**src/hw/rtl/kwsig_pkg.sv**
```systemverilog
// shared constants, keyword table and types for the keyword signature classifier
package kwsig_pkg;

  localparam int WINDOW_DEPTH = 18;
  localparam int KW_COUNT     = 35;
  localparam int KW_MAX_LEN   = 19;
  localparam int LANG_COUNT   = 6;

  // keyword indexes
  localparam int K_DEF          = 0;
  localparam int K_PRINT_SP     = 1;
  localparam int K_PRINT_PAR    = 2;
  localparam int K_PRINT_COL    = 3;
  localparam int K_INC_IOSTREAM = 4;
  localparam int K_COUT         = 5;
  localparam int K_INT_MAIN     = 6;
  localparam int K_STRUCT       = 7;
  localparam int K_INC_STDIO    = 8;
  localparam int K_PRINTF       = 9;
  localparam int K_SCANF        = 10;
  localparam int K_PUBLIC_CLASS = 11;
  localparam int K_SYSOUT       = 12;
  localparam int K_STATIC_MAIN  = 13;
  localparam int K_HTML         = 14;
  localparam int K_BODY         = 15;
  localparam int K_DIV          = 16;
  localparam int K_TABLE        = 17;
  localparam int K_FUNCTION     = 18;
  localparam int K_CONSOLE      = 19;
  localparam int K_LET          = 20;
  localparam int K_CONST        = 21;
  localparam int K_VAR          = 22;
  localparam int K_FOR_SP       = 23;
  localparam int K_IN_RANGE     = 24;
  localparam int K_WHILE_SP     = 25;
  localparam int K_IF_SP        = 26;
  localparam int K_ELIF_SP      = 27;
  localparam int K_ELSE_COLON   = 28;
  localparam int K_FOR_PAR      = 29;
  localparam int K_WHILE_PAR    = 30;
  localparam int K_DO_BRACE     = 31;
  localparam int K_IF_PAR       = 32;
  localparam int K_ELSE_IF_PAR  = 33;
  localparam int K_ELSE_BRACE   = 34;

  // language bits of the detected set
  localparam int L_PYTHON = 0;
  localparam int L_CPP    = 1;
  localparam int L_C      = 2;
  localparam int L_JAVA   = 3;
  localparam int L_HTML   = 4;
  localparam int L_JS     = 5;

  // class codes
  localparam logic [2:0] CLS_UNKNOWN = 3'd0;
  localparam logic [2:0] CLS_MIXED   = 3'd7;

  typedef logic [KW_COUNT-1:0]   kw_vec_t;
  typedef logic [LANG_COUNT-1:0] lang_set_t;

  // window control from the top level
  typedef struct packed {
    logic shift;
    logic clear;
  } win_ctrl_t;

  // keyword text, right aligned: last character in the low byte
  localparam logic [KW_MAX_LEN*8-1:0] KW_TEXT [KW_COUNT] = '{
    "def", "print ", "print(", "print:", "#include <iostream>", "cout",
    "int main", "struct", "#include <stdio.h>", "printf", "scanf",
    "public class", "System.out.println", "static void main", "<html>",
    "<body>", "<div>", "<table>", "function", "console.log", "let", "const",
    "var", "for ", "in range", "while ", "if ", "elif ", "else:", "for (",
    "while (", "do {", "if (", "else if (", "else {"
  };

  localparam int KW_LEN [KW_COUNT] = '{
    3, 6, 6, 6, 19, 4, 8, 6, 18, 6, 5, 12, 18, 16, 6, 6, 5, 7, 8, 11,
    3, 5, 3, 4, 8, 6, 3, 5, 5, 5, 7, 4, 4, 9, 6
  };

endpackage

```
**src/hw/rtl/kwsig_matcher.sv**
```systemverilog
// byte window and parallel keyword comparators
module kwsig_matcher (
  input  logic                clk,
  input  logic                rst,
  input  kwsig_pkg::win_ctrl_t ctrl,
  input  logic [7:0]          text_byte,
  output kwsig_pkg::kw_vec_t  hit
);
  import kwsig_pkg::*;

  logic [7:0] window [WINDOW_DEPTH];

  // newest byte at index 0
  always_ff @(posedge clk) begin
    if (rst || (ctrl.shift && ctrl.clear)) begin
      for (int d = 0; d < WINDOW_DEPTH; d++) window[d] <= 8'h00;
    end else if (ctrl.shift) begin
      window[0] <= text_byte;
      for (int d = 1; d < WINDOW_DEPTH; d++) window[d] <= window[d-1];
    end
  end

  // keyword ends on the incoming byte
  always_comb begin
    for (int k = 0; k < KW_COUNT; k++) begin
      hit[k] = (KW_LEN[k] <= WINDOW_DEPTH + 1);
      for (int i = 0; i < KW_MAX_LEN; i++) begin
        if (i < KW_LEN[k]) begin
          if (i == 0) begin
            hit[k] = hit[k] && (KW_TEXT[k][8*i +: 8] == text_byte);
          end else begin
            hit[k] = hit[k] && (KW_TEXT[k][8*i +: 8] == window[i-1]);
          end
        end
      end
    end
  end

endmodule

```
**src/hw/rtl/kwsig_rules.sv**
```systemverilog
// language rules over the keyword bits and class encoding
module kwsig_rules (
  input  kwsig_pkg::kw_vec_t  seen,
  output kwsig_pkg::lang_set_t detected,
  output logic [2:0]          lang_class
);
  import kwsig_pkg::*;

  logic brace_cond;
  logic js_cond;
  logic java_mark;
  logic [2:0] n_set;
  logic [2:0] first_code;

  assign brace_cond = seen[K_FOR_PAR] | seen[K_WHILE_PAR] | seen[K_DO_BRACE] |
                      seen[K_IF_PAR] | seen[K_ELSE_IF_PAR] | seen[K_ELSE_BRACE];
  assign js_cond    = seen[K_FOR_PAR] | seen[K_WHILE_PAR] | seen[K_IF_PAR] |
                      seen[K_ELSE_IF_PAR] | seen[K_ELSE_BRACE];
  assign java_mark  = seen[K_PUBLIC_CLASS] | seen[K_SYSOUT] | seen[K_STATIC_MAIN];

  always_comb begin
    detected[L_PYTHON] = seen[K_DEF] | seen[K_PRINT_SP] | seen[K_PRINT_PAR] |
                         seen[K_PRINT_COL] | (seen[K_FOR_SP] & seen[K_IN_RANGE]) |
                         seen[K_WHILE_SP] | seen[K_IF_SP] | seen[K_ELIF_SP] |
                         seen[K_ELSE_COLON];
    detected[L_CPP]    = seen[K_INC_IOSTREAM] | seen[K_COUT] | seen[K_INT_MAIN] |
                         seen[K_STRUCT] | (brace_cond & seen[K_COUT]);
    detected[L_C]      = seen[K_INC_STDIO] & (seen[K_PRINTF] | seen[K_SCANF]);
    detected[L_JAVA]   = java_mark | (brace_cond & java_mark);
    detected[L_HTML]   = seen[K_HTML] | seen[K_BODY] | seen[K_DIV] | seen[K_TABLE];
    detected[L_JS]     = seen[K_FUNCTION] | seen[K_CONSOLE] | seen[K_LET] |
                         seen[K_CONST] | seen[K_VAR] | (js_cond & seen[K_CONSOLE]);
  end

  // lowest set language gives the single-language code
  always_comb begin
    n_set      = 3'd0;
    first_code = CLS_UNKNOWN;
    for (int l = LANG_COUNT - 1; l >= 0; l--) begin
      if (detected[l]) begin
        first_code = 3'(l + 1);
      end
    end
    for (int l = 0; l < LANG_COUNT; l++) begin
      n_set = n_set + 3'(detected[l]);
    end
  end

  always_comb begin
    unique if (n_set == 3'd0) begin
      lang_class = CLS_UNKNOWN;
    end else if (n_set == 3'd1) begin
      lang_class = first_code;
    end else begin
      lang_class = CLS_MIXED;
    end
  end

endmodule

```
**src/hw/rtl/keyword_signature_language_classifier.sv**
```systemverilog
// top level: keyword signature language classifier with registered result word
// latency: a result word appears in the cycle after its final byte is accepted
// throughput: one byte per cycle; all comparators check the window in parallel
// the only stall is a result word held by a low out_ready
// reset (rst, synchronous): byte window zeroed, keyword bits cleared, no result word
// the window and keyword bits also clear after every final byte
module keyword_signature_language_classifier (
  input  logic       clk,
  input  logic       rst,
  input  logic       in_valid,
  output logic       in_ready,
  input  logic [7:0] text_byte,
  input  logic       last_byte,
  output logic       out_valid,
  input  logic       out_ready,
  output logic [2:0] language_class,
  output logic [5:0] detected_set
);
  import kwsig_pkg::*;

  logic       accept;
  win_ctrl_t  win_ctrl;
  kw_vec_t    hit;
  kw_vec_t    seen;
  kw_vec_t    seen_next;
  kw_vec_t    seen_now;
  lang_set_t  rule_set;
  logic [2:0] rule_class;
  logic       out_valid_next;

  // the result register frees as soon as its word is taken
  assign in_ready = !out_valid || out_ready;
  assign accept   = in_valid && in_ready;

  assign win_ctrl.shift = accept;
  assign win_ctrl.clear = last_byte;

  kwsig_matcher u_matcher (
    .clk       (clk),
    .rst       (rst),
    .ctrl      (win_ctrl),
    .text_byte (text_byte),
    .hit       (hit)
  );

  // the final byte takes part in matching before the rules run
  assign seen_now = seen | hit;

  kwsig_rules u_rules (
    .seen       (seen_now),
    .detected   (rule_set),
    .lang_class (rule_class)
  );

  // sticky keyword bits, cleared once a text ends
  always_comb begin
    seen_next = seen;
    if (accept) begin
      seen_next = last_byte ? '0 : seen_now;
    end
  end

  always_ff @(posedge clk) begin
    if (rst) begin
      seen <= '0;
    end else begin
      seen <= seen_next;
    end
  end

  // result word register
  always_comb begin
    out_valid_next = out_valid && !out_ready;
    if (accept && last_byte) begin
      out_valid_next = 1'b1;
    end
  end

  always_ff @(posedge clk) begin
    if (rst) begin
      out_valid <= 1'b0;
    end else begin
      out_valid <= out_valid_next;
    end
  end

  always_ff @(posedge clk) begin
    if (accept && last_byte) begin
      language_class <= rule_class;
      detected_set   <= rule_set;
    end
  end

`ifndef SYNTHESIS
  a_result_follows_last: assert property (@(posedge clk) disable iff (rst)
    in_valid && in_ready && last_byte |=> out_valid)
    else $error("no result word after final byte");

  a_bits_clear_after_last: assert property (@(posedge clk) disable iff (rst)
    in_valid && in_ready && last_byte |=> seen == '0)
    else $error("keyword bits not cleared after final byte");

  a_stall_only_on_held_word: assert property (@(posedge clk) disable iff (rst)
    !in_ready |-> out_valid && !out_ready)
    else $error("input stalled without a held result word");

  a_empty_set_unknown: assert property (@(posedge clk) disable iff (rst)
    out_valid && detected_set == '0 |-> language_class == CLS_UNKNOWN)
    else $error("empty set not classed unknown");

  a_many_set_mixed: assert property (@(posedge clk) disable iff (rst)
    out_valid && $countones(detected_set) > 1 |-> language_class == CLS_MIXED)
    else $error("several languages not classed mixed");
`endif

endmodule
```
**config.mk**
```make
export PLATFORM = sky130hd
export DESIGN_NAME = keyword_signature_language_classifier
export DESIGN_NICKNAME = d
export VERILOG_FILES = /design/src/hw/rtl/kwsig_pkg.sv /design/src/hw/rtl/kwsig_matcher.sv /design/src/hw/rtl/kwsig_rules.sv /design/src/hw/rtl/keyword_signature_language_classifier.sv
export SDC_FILE = /design/constraint.sdc
export NUM_CORES = 1
export LEC_CHECK = 0
export ABC_AREA = 1
export BUFFER_PORTS_ARGS = -buffer_cell sky130_fd_sc_hd__buf_2
export CAP_MARGIN = 0
export CORE_MARGIN = 4
export CORE_UTILIZATION = 55
export CTS_CLUSTER_DIAMETER = 50
export CTS_CLUSTER_SIZE = 10
export DETAILED_ROUTE_END_ITERATION = 10
export PLACE_DENSITY_LB_ADDON = 0.12
export REMOVE_ABC_BUFFERS = 1
export SYNTH_ARGS = -nofsm -noshare
export SYNTH_HDL_FRONTEND = slang
export SYNTH_HIERARCHICAL = 1
export SYNTH_SLANG_ARGS = --single-unit
```
**constraint.sdc**
```tcl
create_clock -name clk -period 4.99 [get_ports clk]
set_clock_uncertainty 0.1 [all_clocks]
set_input_delay 0.998 -clock clk [delete_from_list [all_inputs] [get_ports clk]]
set_output_delay 0.998 -clock clk [all_outputs]
set_load 0.05 [all_outputs]
```
==> results.cfg <==
[layout]
num_antenna_cells = 0
mostFrequentLayoutCells = 425 x nor2_1, 260 x nand2_1, 252 x inv_1
final_common_cell = nor2_1
n_fill_cell = 1709
post_route_cells_drive_above_1_share_pct = 7.97
stdcell_area_um2 = 10900
fin_nets = 1371
area_delta_synth_final_pct = 8.76

[sta]
final_max_slew_viol_count = 0
setup_violations = 0
timing.fmax_mhz = 216
period_minus_slack_ps = 4640
rsz0062_at_grt = no
hold_ws_ps = 413
finalCritPeriodShare_pct = 93.0
hold_viol = 0
worst_pin_slew_ps = 943
slew-limit-headroom_pct = 37.1
tns_ps = 0

[die]
dieArea_um2 = 20500
core_area_um2 = 18000
die-width_um = 143
io_pins = 24
die_y_um = 143
num_rows = 49
start_util_pct = 55.8

[grt]
antenna_found_initial = 0
grt.total_usage_pct = 25.8
overflow = 0
grt_pass1_vias = 7532
grt_max_degree = 145
grt_pass1_wl_um = 40500

[logic_synthesis]
avgSynthCellArea_um2 = 7.53
synthCells = 1333
netlist_area_um2 = 10000
yosys_warnings = 6

[clocking]
insertion_delay_ps = 420
tritoncts = built
cts_sinks = 183
clock_path_buffers = 2
htreeDepth = 4
ctsResizeCount = 0
postCtsSetupRepairBufs = 0
postCtsHoldBufs = 0
cts_made_buffers = 17
clk_transition_reported_paths_ps = 70
clock-root-buffer = clkbuf_16

[pwr]
total_leakage_power_nw = 4.55
power.density_nw_per_um2 = 322
vdd_drop_max_uv = 228

[placement]
io_buffers = 23
gp_congestion = 1.05
hpwl_um = 19300
place_area_um2 = 10400

[critical_path]
r2r_slack_ps = 350
path_max_fanout = 4
path_class = flop to flop
r2r_end = language_class[0]
critPathRequiredTime_ps = 5070
reg2regPathDepth = 21
end_kind = flop
r2r_start = u_matcher/window[0][47]
cp-start-kind = flop
crit_start = u_matcher/window[0][47]
worst_ep_arrival_time_ps = 4720
cp-endpoint = language_class[0]

[min_path]
hp-class = flop to flop

[detailed_routing]
wirelength_um = 25700
wl_per_cell_um = 16.1
dr.pass1.iters = 7
vias = 8192
drtIter0Drc = 822
antenna_left = 0
via_per_inst = 5.13
drc = 0

[run]
cap_violations = 0

[run_status]
outcome = complete, no violations
[stage by stage]
step | setup slack [ps] | util, % | total power [W] | cells
finish | 351 | 60.7 | 0.00352 | 1596
CTS | 435 | 60.7 | 0.00354 | 1596
global placement | 269 | 57.7 | 0.00225 | 1564
global route | 80.2 | 60.7 | 0.00367 | 1596
floorplan | 416 | - | 0.00214 | 1307
detailed placement | 106 | 57.7 | 0.00226 | 1564
[routing by layer]
| layer | part of all wire (%) | global-route usage (%) |
|---|---|---|
| met1 | 47 | 38.0 |
| met2 | 46 | 41.0 |
| met3 | 5.5 | 3.65 |
| met4 | 1.2 | 5.50 |
| met5 | 0 | 0 |
[critical path, cell delays in order, from the launching register on]
cell,delay (ps)
edfxtp_1,360
inv_1,120
nand2_1,100
nor2_1,260
inv_1,140
nor3_1,430
nand3_1,140
nor2_1,170
nor2_1,80
inv_1,50
nand2_1,40
nand3_1,140
nor2_1,100
fa_1,530
inv_1,50
fa_1,500
ha_1,130
inv_1,50
fa_1,530
nand2_1,80
nor3_1,180
a21oi_1,90
[how the worst min path moves through the flow]
stage | slack, ps | depth (start not counted) | endpoint | from
detailed placement | 400 | 4 | seen[4] | seen[4]
floorplan | 380 | 4 | seen[0] | seen[0]
global route | 440 | 4 | seen[0] | seen[0]
global placement | 390 | 4 | seen[9] | seen[9]
CTS | 410 | 4 | seen[4] | seen[4]
finish | 410 | 4 | seen[4] | seen[4]
[final cells by class]
class	count	area [um^2]	share of cell area, %
multi-input cells	867	3730	34.2
repair buffers	28	178	1.63
clock inverters	13	110	1.01
well taps	229	287	2.63
inverters	257	966	8.85
clock buffers	19	443	4.06
flip-flops and latches	183	5190	47.6
[power breakdown]
part | leakage, nW | switching [W] | internal, W | total (W)
combinational | 2.37 | 0.000296 | 0.000106 | 0.000402
clock | 0.267 | 0.000620 | 0.000667 | 0.00129
sequential | 1.92 | 0.0000634 | 0.00176 | 0.00183
total | 4.55 | 0.000979 | 0.00254 | 0.00352
[registers in the layout (all words and copies together), names as in the netlist]
signal and count:
u_matcher/window 144, seen 29, language_class 3, detected_set 6
out_valid 1
Note: power is estimated with default switching activity, not from simulation.
